--- config.mk ---
export PLATFORM = sky130hd
export DESIGN_NAME = gate_position_tracker
export DESIGN_NICKNAME = d
export VERILOG_FILES = /design/src/hw/rtl/gpt_pkg.sv /design/src/hw/rtl/gate_position_tracker.sv
export SDC_FILE = /design/constraint.sdc
export NUM_CORES = 1
export LEC_CHECK = 0
export ABC_CLOCK_PERIOD_IN_PS = 8400
export BUFFER_PORTS_ARGS = -buffer_cell sky130_fd_sc_hd__buf_2
export CAP_MARGIN = 40
export CELL_PAD_IN_SITES_DETAIL_PLACEMENT = 0
export CELL_PAD_IN_SITES_GLOBAL_PLACEMENT = 1
export CORE_MARGIN = 2
export CORE_UTILIZATION = 45
export CTS_CLUSTER_SIZE = 8
export DETAILED_ROUTE_END_ITERATION = 8
export HOLD_SLACK_MARGIN = 0.03
export PLACE_DENSITY_LB_ADDON = 0.1
export RECOVER_POWER = 50
export SETUP_SLACK_MARGIN = 0.15
export SYNTH_ARGS = -nofsm -noshare
export SYNTH_HDL_FRONTEND = slang
export SYNTH_SLANG_ARGS = --single-unit
--- constraint.sdc ---
create_clock -name clk -period 8.4 [get_ports clk]
set_clock_uncertainty 0.1 [all_clocks]
set_input_delay 0.84 -clock clk [delete_from_list [all_inputs] [get_ports clk]]
set_output_delay 0.84 -clock clk [all_outputs]
set_load 0.01 [all_outputs]
--- src/hw/rtl/gpt_pkg.sv ---
// Shared types, codes and constants of the gate position tracker.
package gpt_pkg;

    // Fixed-point scale: percents are unsigned Q7.8, so 100 percent is 25600.
    localparam int unsigned PCT_W      = 15;
    localparam logic [PCT_W-1:0] FULL_Q8       = 15'd25600;
    localparam logic [PCT_W-1:0] OPEN_OFS_MAX  = 15'd25344;
    localparam logic [PCT_W-1:0] CLOSE_OFS_MIN = 15'd256;

    // Restoring divider: one quotient bit per step.
    localparam int unsigned DIV_STEPS = PCT_W;
    localparam int unsigned CNT_W     = $clog2(DIV_STEPS);
    localparam int unsigned PROD_W    = 2 * PCT_W;

    localparam logic [7:0] PHOTOCELL_CODE = 8'h62;

    // Item modes.
    localparam logic [2:0] MODE_STATUS   = 3'd0;
    localparam logic [2:0] MODE_REPORT   = 3'd1;
    localparam logic [2:0] MODE_STOP     = 3'd2;
    localparam logic [2:0] MODE_STOP_ACK = 3'd3;
    localparam logic [2:0] MODE_MOVE     = 3'd4;

    // Configuration register indexes.
    localparam int unsigned CFG_IDX_W = 3;
    localparam logic [CFG_IDX_W-1:0] REG_FALLBACK_MIN   = 3'd0;
    localparam logic [CFG_IDX_W-1:0] REG_FALLBACK_MAX   = 3'd1;
    localparam logic [CFG_IDX_W-1:0] REG_OPENING_OFFSET = 3'd2;
    localparam logic [CFG_IDX_W-1:0] REG_CLOSING_OFFSET = 3'd3;

    typedef enum logic [3:0] {
        MOT_UNKNOWN     = 4'd0,
        MOT_OPENING     = 4'd1,
        MOT_OPENED      = 4'd2,
        MOT_CLOSING     = 4'd3,
        MOT_AUTOCLOSING = 4'd4,
        MOT_CLOSED      = 4'd5,
        MOT_STOPPED     = 4'd6,
        MOT_PEDOPENING  = 4'd7,
        MOT_PEDOPENED   = 4'd8
    } gpt_motion_t;

    typedef enum logic [1:0] {
        SEQ_IDLE,
        SEQ_LOAD,
        SEQ_DIV,
        SEQ_DONE
    } gpt_seq_t;

    typedef enum logic [1:0] {
        OP_MOTOR1,
        OP_MOTOR2,
        OP_GATE
    } gpt_op_t;

    typedef struct packed {
        logic [2:0] mode;
        logic [7:0] status_byte;
        logic [7:0] motor1_raw;
        logic [7:0] motor1_speed;
        logic [7:0] motor1_load;
        logic [7:0] motor2_raw;
        logic [7:0] motor2_speed;
        logic [7:0] motor2_load;
        logic [3:0] state_code;
    } gpt_item_t;

    typedef struct packed {
        logic [PCT_W-1:0] motor1_percent;
        logic [PCT_W-1:0] motor2_percent;
        logic [PCT_W-1:0] gate_percent;
        logic [3:0]       motion;
        logic             moving;
        logic             manual_stop_flag;
        logic             obstruction_flag;
        logic             photocell;
        logic [7:0]       speed1_out;
        logic [7:0]       load1_out;
        logic [7:0]       speed2_out;
        logic [7:0]       load2_out;
    } gpt_result_t;

endpackage

--- src/hw/rtl/gate_position_tracker.sv ---
// Top level of the gate position tracker: item decode, state and a shared divider sequencer.
//
// The tracker takes one item at a time and answers every accepted item with exactly one
// result item. An item is taken only while the sequencer is idle; a finished result waits in
// the output register, and the next item may already be accepted while it waits. The three
// percents (motor 1, motor 2, gate) are worked out in turn. Each percent has a set-up step
// that selects its operands and settles the trivial cases by a compare (at or below the
// closed end, at or beyond the open end, or no correction to apply). A percent that really
// needs a division then goes through one shared restoring divider that retires one quotient
// bit per cycle. Once the gate percent is done, the output register is loaded as soon as the
// previous result has been taken or none waits there. The next item can be accepted only
// after that load, so the block does not take a new item before it is through with the last
// one. Configuration writes take effect at once and should only be made while the block is
// idle with no result outstanding.
module gate_position_tracker
(
    input  logic                           clk,
    input  logic                           rst_n,

    input  logic                           item_valid,
    output logic                           item_ready,
    input  gpt_pkg::gpt_item_t             item,

    output logic                           result_valid,
    input  logic                           result_ready,
    output gpt_pkg::gpt_result_t           result,

    input  logic                           cfg_we,
    input  logic [gpt_pkg::CFG_IDX_W-1:0]  cfg_index,
    input  logic [gpt_pkg::PCT_W-1:0]      cfg_data
);
    import gpt_pkg::*;

    // Configuration registers.
    logic [7:0]       fb_min_reg;
    logic [7:0]       fb_max_reg;
    logic [PCT_W-1:0] open_ofs_reg;
    logic [PCT_W-1:0] close_ofs_reg;

    // Tracked state of the gate.
    gpt_motion_t motion_reg,     motion_next;
    logic [7:0]  raw1_reg,       raw1_next;
    logic [7:0]  raw2_reg,       raw2_next;
    logic [7:0]  closed1_reg,    closed1_next;
    logic [7:0]  closed2_reg,    closed2_next;
    logic [7:0]  open1_reg,      open1_next;
    logic [7:0]  open2_reg,      open2_next;
    logic [3:0]  ref_valid_reg,  ref_valid_next;
    logic [7:0]  speed1_reg,     speed1_next;
    logic [7:0]  load1_reg,      load1_next;
    logic [7:0]  speed2_reg,     speed2_next;
    logic [7:0]  load2_reg,      load2_next;
    logic        pending_reg,    pending_next;
    logic        acked_reg,      acked_next;
    logic        manual_reg,     manual_next;
    logic        obstruct_reg,   obstruct_next;
    logic        photocell_reg,  photocell_next;

    // Sequencer and divider.
    gpt_seq_t          seq_reg,   seq_next;
    gpt_op_t           op_reg,    op_next;
    logic [CNT_W-1:0]  cnt_reg,   cnt_next;
    logic [PCT_W-1:0]  rem_reg,   rem_next;
    logic [PCT_W-1:0]  quo_reg,   quo_next;
    logic [PCT_W-1:0]  den_reg,   den_next;
    logic [PCT_W-1:0]  m1_reg;
    logic [PCT_W-1:0]  m2_reg;
    logic [PCT_W-1:0]  gate_reg;

    // Output register.
    logic              res_valid_reg, res_valid_next;
    gpt_result_t       result_reg;

    logic              item_accept;
    logic              res_load;

    // Operand selection for the current percent.
    logic [7:0]        mot_raw;
    logic [7:0]        mot_lo;
    logic [7:0]        mot_hi;
    logic              mot_learned;
    logic [PCT_W:0]    m_sum;
    logic [PCT_W-1:0]  gate_base;
    logic              op_zero;
    logic              op_full;
    logic              op_pass;
    logic [PCT_W-1:0]  op_num;
    logic [PCT_W-1:0]  op_den;
    logic [PROD_W-1:0] num_wide;
    logic [PROD_W-1:0] dividend;

    // One divider step.
    logic [PCT_W:0]    trial;
    logic [PCT_W:0]    trial_diff;
    logic              trial_ge;

    // Result write-back of the current percent.
    logic              res_we;
    logic [PCT_W-1:0]  res_val;

    logic              moving;

    assign item_accept = item_valid && item_ready;
    assign item_ready  = (seq_reg == SEQ_IDLE);

    //------------------------------------------------------------------------
    // Configuration port. Offsets are clamped when they are written, so the
    // datapath never sees an opening offset above 99 percent or a closing
    // offset outside 1 to 100 percent.
    //------------------------------------------------------------------------
    always_ff @(posedge clk or negedge rst_n)
    begin
        if (!rst_n)
        begin
            fb_min_reg    <= 8'd0;
            fb_max_reg    <= 8'd255;
            open_ofs_reg  <= '0;
            close_ofs_reg <= FULL_Q8;
        end
        else if (cfg_we)
        begin
            case (cfg_index)
                REG_FALLBACK_MIN:   fb_min_reg <= cfg_data[7:0];
                REG_FALLBACK_MAX:   fb_max_reg <= cfg_data[7:0];
                REG_OPENING_OFFSET: open_ofs_reg <=
                    (cfg_data > OPEN_OFS_MAX) ? OPEN_OFS_MAX : cfg_data;
                REG_CLOSING_OFFSET:
                begin
                    if (cfg_data < CLOSE_OFS_MIN)
                        close_ofs_reg <= CLOSE_OFS_MIN;
                    else if (cfg_data > FULL_Q8)
                        close_ofs_reg <= FULL_Q8;
                    else
                        close_ofs_reg <= cfg_data;
                end
                default: ;
            endcase
        end
    end

    //------------------------------------------------------------------------
    // Item decode: the state of the gate changes on the edge that accepts the
    // item; the percents are then worked out from the new state.
    //------------------------------------------------------------------------
    always_comb
    begin
        motion_next    = motion_reg;
        raw1_next      = raw1_reg;
        raw2_next      = raw2_reg;
        closed1_next   = closed1_reg;
        closed2_next   = closed2_reg;
        open1_next     = open1_reg;
        open2_next     = open2_reg;
        ref_valid_next = ref_valid_reg;
        speed1_next    = speed1_reg;
        load1_next     = load1_reg;
        speed2_next    = speed2_reg;
        load2_next     = load2_reg;
        pending_next   = pending_reg;
        acked_next     = acked_reg;
        manual_next    = manual_reg;
        obstruct_next  = obstruct_reg;
        photocell_next = photocell_reg;

        if (item_accept)
        begin
            case (item.mode)
                MODE_STATUS:
                begin
                    photocell_next = (item.status_byte == PHOTOCELL_CODE);
                    raw1_next      = item.motor1_raw;
                    speed1_next    = item.motor1_speed;
                    load1_next     = item.motor1_load;
                    raw2_next      = item.motor2_raw;
                    speed2_next    = item.motor2_speed;
                    load2_next     = item.motor2_load;
                end
                MODE_REPORT:
                begin
                    // Endpoints are learned from the raw positions at hand.
                    if (item.state_code == MOT_CLOSED)
                    begin
                        closed1_next   = raw1_reg;
                        closed2_next   = raw2_reg;
                        ref_valid_next = ref_valid_reg | 4'b0011;
                    end
                    else if (item.state_code == MOT_OPENED)
                    begin
                        open1_next     = raw1_reg;
                        open2_next     = raw2_reg;
                        ref_valid_next = ref_valid_reg | 4'b1100;
                    end
                    else if (item.state_code == MOT_PEDOPENED)
                    begin
                        open1_next     = raw1_reg;
                        ref_valid_next = ref_valid_reg | 4'b0100;
                    end

                    // A stop counts as manual only if it was sent and acknowledged;
                    // the stop context itself is kept.
                    if (item.state_code == MOT_STOPPED)
                    begin
                        motion_next   = MOT_STOPPED;
                        manual_next   = pending_reg && acked_reg;
                        obstruct_next = !(pending_reg && acked_reg);
                    end
                    else if (item.state_code inside {[MOT_OPENING:MOT_PEDOPENED]})
                    begin
                        pending_next  = 1'b0;
                        acked_next    = 1'b0;
                        manual_next   = 1'b0;
                        obstruct_next = 1'b0;
                        motion_next   = gpt_motion_t'(item.state_code);
                    end
                end
                MODE_STOP:
                begin
                    pending_next = 1'b1;
                    acked_next   = 1'b0;
                    manual_next  = 1'b0;
                end
                MODE_STOP_ACK:
                begin
                    acked_next = 1'b1;
                end
                MODE_MOVE:
                begin
                    // The obstruction flag survives a new move command.
                    pending_next = 1'b0;
                    acked_next   = 1'b0;
                    manual_next  = 1'b0;
                end
                default: ;
            endcase
        end
    end

    //------------------------------------------------------------------------
    // Operand selection. Every percent has the form 25600 * num / den with a
    // saturation at 25600, so a compare settles the trivial cases and the
    // divider only ever sees num < den, which keeps the quotient in 15 bits.
    //------------------------------------------------------------------------
    always_comb
    begin
        if (op_reg == OP_MOTOR1)
        begin
            mot_raw     = raw1_reg;
            mot_learned = ref_valid_reg[0] && ref_valid_reg[2] && (open1_reg > closed1_reg);
            mot_lo      = mot_learned ? closed1_reg : fb_min_reg;
            mot_hi      = mot_learned ? open1_reg   : fb_max_reg;
        end
        else
        begin
            mot_raw     = raw2_reg;
            mot_learned = ref_valid_reg[1] && ref_valid_reg[3] && (open2_reg > closed2_reg);
            mot_lo      = mot_learned ? closed2_reg : fb_min_reg;
            mot_hi      = mot_learned ? open2_reg   : fb_max_reg;
        end
    end

    assign m_sum = {1'b0, m1_reg} + {1'b0, m2_reg};

    // Pedestrian states follow motor 1 alone; otherwise both leaves are averaged.
    assign gate_base = ((motion_reg == MOT_PEDOPENING) || (motion_reg == MOT_PEDOPENED))
                     ? m1_reg : m_sum[PCT_W:1];

    always_comb
    begin
        op_zero = 1'b0;
        op_full = 1'b0;
        op_pass = 1'b0;
        op_num  = '0;
        op_den  = FULL_Q8;

        if (op_reg == OP_GATE)
        begin
            if (((motion_reg == MOT_OPENING) || (motion_reg == MOT_PEDOPENING))
                && (open_ofs_reg < OPEN_OFS_MAX))
            begin
                // Stretch the range above the opening start offset to 0..100.
                op_num  = gate_base - open_ofs_reg;
                op_den  = FULL_Q8 - open_ofs_reg;
                op_zero = (gate_base <= open_ofs_reg);
                op_full = !op_zero && (op_num >= op_den);
            end
            else if (motion_reg == MOT_CLOSING)
            begin
                // Stretch the range below the closing start offset to 0..100.
                op_num  = gate_base;
                op_den  = close_ofs_reg;
                op_full = (gate_base >= close_ofs_reg);
            end
            else
            begin
                op_pass = 1'b1;
            end
        end
        else
        begin
            op_num  = {{(PCT_W-8){1'b0}}, mot_raw - mot_lo};
            op_den  = {{(PCT_W-8){1'b0}}, mot_hi - mot_lo};
            op_zero = (mot_hi <= mot_lo) || (mot_raw <= mot_lo);
            op_full = !op_zero && (op_num >= op_den);
        end
    end

    // 25600 = 2^14 + 2^13 + 2^10, so the scaling is two adds.
    assign num_wide = {{(PROD_W-PCT_W){1'b0}}, op_num};
    assign dividend = (num_wide << 14) + (num_wide << 13) + (num_wide << 10);

    // One restoring step: bring down the next dividend bit, subtract if it fits.
    assign trial      = {rem_reg, quo_reg[PCT_W-1]};
    assign trial_diff = trial - {1'b0, den_reg};
    assign trial_ge   = (trial >= {1'b0, den_reg});

    //------------------------------------------------------------------------
    // Sequencer: motor 1, motor 2 and the gate percent, in that order.
    //------------------------------------------------------------------------
    always_comb
    begin
        seq_next = seq_reg;
        op_next  = op_reg;
        cnt_next = cnt_reg;
        rem_next = rem_reg;
        quo_next = quo_reg;
        den_next = den_reg;
        res_we   = 1'b0;
        res_val  = '0;
        res_load = 1'b0;

        case (seq_reg)
            SEQ_IDLE:
            begin
                if (item_accept)
                begin
                    seq_next = SEQ_LOAD;
                    op_next  = OP_MOTOR1;
                end
            end
            SEQ_LOAD:
            begin
                if (op_zero || op_full || op_pass)
                begin
                    res_we  = 1'b1;
                    res_val = op_zero ? '0 : (op_full ? FULL_Q8 : gate_base);
                end
                else
                begin
                    // num < den guarantees the upper half is already below den.
                    rem_next = dividend[PROD_W-1:PCT_W];
                    quo_next = dividend[PCT_W-1:0];
                    den_next = op_den;
                    cnt_next = '0;
                    seq_next = SEQ_DIV;
                end
            end
            SEQ_DIV:
            begin
                rem_next = trial_ge ? trial_diff[PCT_W-1:0] : trial[PCT_W-1:0];
                quo_next = {quo_reg[PCT_W-2:0], trial_ge};
                cnt_next = cnt_reg + 1'b1;
                if (cnt_reg == CNT_W'(DIV_STEPS - 1))
                begin
                    res_we  = 1'b1;
                    res_val = {quo_reg[PCT_W-2:0], trial_ge};
                end
            end
            SEQ_DONE:
            begin
                if (!res_valid_reg || result_ready)
                begin
                    res_load = 1'b1;
                    seq_next = SEQ_IDLE;
                end
            end
            default:
            begin
                seq_next = SEQ_IDLE;
            end
        endcase

        // A finished percent moves the sequencer on to the next one.
        if (res_we)
        begin
            if (op_reg == OP_GATE)
            begin
                seq_next = SEQ_DONE;
            end
            else
            begin
                seq_next = SEQ_LOAD;
                op_next  = (op_reg == OP_MOTOR1) ? OP_MOTOR2 : OP_GATE;
            end
        end

        if (res_load)
            res_valid_next = 1'b1;
        else if (result_ready)
            res_valid_next = 1'b0;
        else
            res_valid_next = res_valid_reg;
    end

    assign moving = (motion_reg inside {MOT_OPENING, MOT_CLOSING,
                                        MOT_PEDOPENING, MOT_AUTOCLOSING});

    //------------------------------------------------------------------------
    // Registers.
    //------------------------------------------------------------------------
    always_ff @(posedge clk or negedge rst_n)
    begin
        if (!rst_n)
        begin
            motion_reg    <= MOT_UNKNOWN;
            raw1_reg      <= '0;
            raw2_reg      <= '0;
            closed1_reg   <= '0;
            closed2_reg   <= '0;
            open1_reg     <= '0;
            open2_reg     <= '0;
            ref_valid_reg <= '0;
            speed1_reg    <= '0;
            load1_reg     <= '0;
            speed2_reg    <= '0;
            load2_reg     <= '0;
            pending_reg   <= 1'b0;
            acked_reg     <= 1'b0;
            manual_reg    <= 1'b0;
            obstruct_reg  <= 1'b0;
            photocell_reg <= 1'b0;
            seq_reg       <= SEQ_IDLE;
            op_reg        <= OP_MOTOR1;
            cnt_reg       <= '0;
            res_valid_reg <= 1'b0;
        end
        else
        begin
            motion_reg    <= motion_next;
            raw1_reg      <= raw1_next;
            raw2_reg      <= raw2_next;
            closed1_reg   <= closed1_next;
            closed2_reg   <= closed2_next;
            open1_reg     <= open1_next;
            open2_reg     <= open2_next;
            ref_valid_reg <= ref_valid_next;
            speed1_reg    <= speed1_next;
            load1_reg     <= load1_next;
            speed2_reg    <= speed2_next;
            load2_reg     <= load2_next;
            pending_reg   <= pending_next;
            acked_reg     <= acked_next;
            manual_reg    <= manual_next;
            obstruct_reg  <= obstruct_next;
            photocell_reg <= photocell_next;
            seq_reg       <= seq_next;
            op_reg        <= op_next;
            cnt_reg       <= cnt_next;
            res_valid_reg <= res_valid_next;
        end
    end

    // Datapath registers carry no reset.
    always_ff @(posedge clk)
    begin
        rem_reg <= rem_next;
        quo_reg <= quo_next;
        den_reg <= den_next;

        if (res_we)
        begin
            case (op_reg)
                OP_MOTOR1: m1_reg   <= res_val;
                OP_MOTOR2: m2_reg   <= res_val;
                OP_GATE:   gate_reg <= res_val;
                default:   gate_reg <= res_val;
            endcase
        end

        if (res_load)
        begin
            result_reg.motor1_percent   <= m1_reg;
            result_reg.motor2_percent   <= m2_reg;
            result_reg.gate_percent     <= gate_reg;
            result_reg.motion           <= motion_reg;
            result_reg.moving           <= moving;
            result_reg.manual_stop_flag <= manual_reg;
            result_reg.obstruction_flag <= obstruct_reg;
            result_reg.photocell        <= photocell_reg;
            result_reg.speed1_out       <= speed1_reg;
            result_reg.load1_out        <= load1_reg;
            result_reg.speed2_out       <= speed2_reg;
            result_reg.load2_out        <= load2_reg;
        end
    end

    assign result_valid = res_valid_reg;
    assign result       = result_reg;

endmodule

==> flow_summary.ini <==
[synth]
synthArstFlopShare_pct = 45.65
ys_seq_area_share_pct = 49.95
ys_ff_latch = 322
synth_fp_nets = 1832
avgSynthCellArea_um2 = 11.27
yosysUniqueCellTypes = 73
yosys_warnings = 0
synthAdderAreaFrac_pct = 11.68
yosys.area_share.simple_pct = 10.37
synth-edff-count = 175
synth_compound_area_share_pct = 15.23
synth_top_flop_cell = edfxtp_1
netlist_instances = 1589
syn-cell-area_um2 = 17910
synth_top_family_by_area = compound AO/OA/AOI/OAI gates
synth_mux_area_share_pct = 6.119
synth-xor-area-share_pct = 3.325

[critical_path]
cp_common_cell = a21oi_1
crit_type = register to register
critPathSlowestCell = fa_1
required_ns = 8.51
crit_path_end_kind = register
r2r_slack_ns = 1.08
critPathMaxFanout = 17
start_kind = register
crit_start = closed1_reg[1]$_DFFE_PN0P_
r2r_cells = 34
cp_top_family = compound AO/OA/AOI/OAI gates
r2r_end = rem_reg[14]$_DFFE_PP_
arrival_ns = 7.43
slowest_delay_ns = 0.59
crit_buf_inv = 3
rr_startpoint = closed1_reg[1]$_DFFE_PN0P_

[global_routing]
grtUsageMet3_pct = 3.563
track_usage_pct = 22.85
first_global_vias = 13130
grt_start_max_net_pins = 79
grt_antenna_before_repair = 2
grt_overflow = 0
grtUsageMet1_pct = 29.80
busiest_layer = met2
grtUsageMet2_pct = 38.13
grt_pass1_wl_mm = 73.44

[hold_path]
hold_path_end = result[52]$_DFFE_PP_
min-delay-start = gate_reg[12]$_DFFE_PP_
min_path_cells = 0
hold_path.class = register to register

[cts]
cts_resized = 0
clockRootBuffer = clkbuf_16
clk_pin_slew_ns = 0.06
cts_tree = done
cts_setup_buffers = 0
postCtsHoldBufs = 0
cts-buffers-inserted = 46
numClockSinks = 322
cts_max_level = 2
cts_max_path_buffers = 3
clock_latency_ns = 0.58

[layout]
layout-area-overhead-vs-synth_pct = 15.77
mostFrequentLayoutCells = edfxtp_1, ha_1, dfrtp_1
final_nets = 2035
mostFrequentLayoutCell = edfxtp_1
n_fill_cell = 3588
largest_reg_flops = 85
drive_gt1_share_pct = 16.14

[sta]
setup_viol = 0
setup_tns_ns = 0
max_freq_mhz = 136.7
min_period_ns = 7.316
slew_headroom_pct = -180.1
fin_crit_sh_pct = 87.10
rsz0062_at_grt = no
slew_violations = 192
hold_violations = 0
tightest_slew_ns = 4.202

[floorplanning]
die_w_um = 203.5
die_height_um = 203.5
die_area_um2 = 41420
rows = 73
io_pins = 173
start_util_pct = 45.29
core_area_um2 = 39550

[route]
drtIter0Drc = 774
wl_mm = 46.81
drt-vias-per-instance = 5.526
vias = 12970
ant_nets = 0
drt_first_pass_iters = 5
route.detailed.drc = 0
wl_per_cell_um = 19.94

[placement]
place_congestion = 0.8872
io_buffers = 172
dpl.hpwl_mm = 35.47

[status]
violations = capacitance limit, slew limit
status = finished with violations

[job]
max_cap_violations = 3
-- per-layer routing --
metal | vias up | share of wire (%)
li1 | 6285 | -
met1 | 6295 | 44
met2 | 302 | 48
met3 | 90 | 4.2
met4 | 2 | 3.5
met5 | - | 0.028
-- cell usage after synthesis, drive strengths merged, types with 6 or more instances --
master | instances | area share [%]
a211oi | 13 | 0.54
a21boi | 8 | 0.36
a21o | 32 | 1.3
a21oi | 78 | 2.2
a221oi | 7 | 0.34
a22o | 24 | 1.2
a22oi | 15 | 0.63
a31oi | 15 | 0.52
and2 | 24 | 0.84
and3 | 13 | 0.45
buf | 9 | 0.20
clkbuf | 38 | 0.80
dfrtp | 136 | 19
dfstp | 11 | 1.6
edfxtp | 175 | 29
fa | 17 | 1.9
ha | 140 | 9.8
inv | 112 | 2.3
mux2 | 92 | 5.8
mux2i | 6 | 0.34
nand2 | 119 | 2.5
nand2b | 21 | 0.73
nand3 | 24 | 0.67
nand4 | 18 | 0.63
nor2 | 73 | 1.5
nor2b | 26 | 0.91
nor3 | 20 | 0.56
o211ai | 18 | 0.75
o21a | 13 | 0.54
o21ai | 103 | 2.9
o22ai | 29 | 1.0
o31ai | 10 | 0.50
or2 | 7 | 0.24
or3 | 6 | 0.21
xnor2 | 40 | 2.0
xor2 | 28 | 1.4
-- how the worst max path moves through the flow --
stage	to	slack, ns	cells after the start
finish	rem_reg[14]$_DFFE_PP_	1.08	34
global route	speed1_reg[4]$_DFFE_PN0P_	0.27	3
CTS	rem_reg[14]$_DFFE_PP_	1.14	34
detailed placement	rem_reg[14]$_DFFE_PP_	1.19	34
global placement	rem_reg[14]$_DFFE_PP_	1.30	34
floorplan	rem_reg[14]$_DFFE_PP_	2.06	32
-- per-stage QoR --
step / utilization [%] / hold WS [ns] / instance area, um^2 / cells / setup WS [ns]
2_1_floorplan: - / 0.3003 / 17910 / 1589 / 2.055
3_3_place_gp: 49.19 / 0.3016 / 19450 / 2264 / 1.303
3_5_place_dp: 49.38 / 0.3056 / 19530 / 2269 / 1.186
4_1_cts: 52.76 / 0.2107 / 20870 / 2346 / 1.139
5_1_grt: 52.42 / 0.3223 / 20730 / 2346 / 0.2735
6_report: 52.44 / 0.3145 / 20740 / 2348 / 1.084
-- cells by family (layout without fill, tap and decap cells) --
kind of cell,count (synthesis),after routing
simple gates,375,375
other cells,0,2
buf+inv,159,391
fa+ha+maj,157,157
flops,322,322
xor+xnor,68,68
compound gates,410,410
mux,98,98
-- cell type report --
| type | instances | area, um^2 | area share (%) |
|---|---|---|---|
| clock buffer | 74 | 1276 | 6.154 |
| sequential | 322 | 8947 | 43.14 |
| clock inverter | 3 | 62.56 | 0.3017 |
| antenna | 2 | 5.005 | 0.02413 |
| tap | 525 | 656.9 | 3.167 |
| multi-input combinational | 1108 | 8371 | 40.36 |
| inverter | 112 | 420.4 | 2.027 |
| timing repair buffer | 202 | 999.7 | 4.821 |
Power is not shown: default switching activity piles up to over one toggle a cycle in this logic, so the estimate is an artifact.
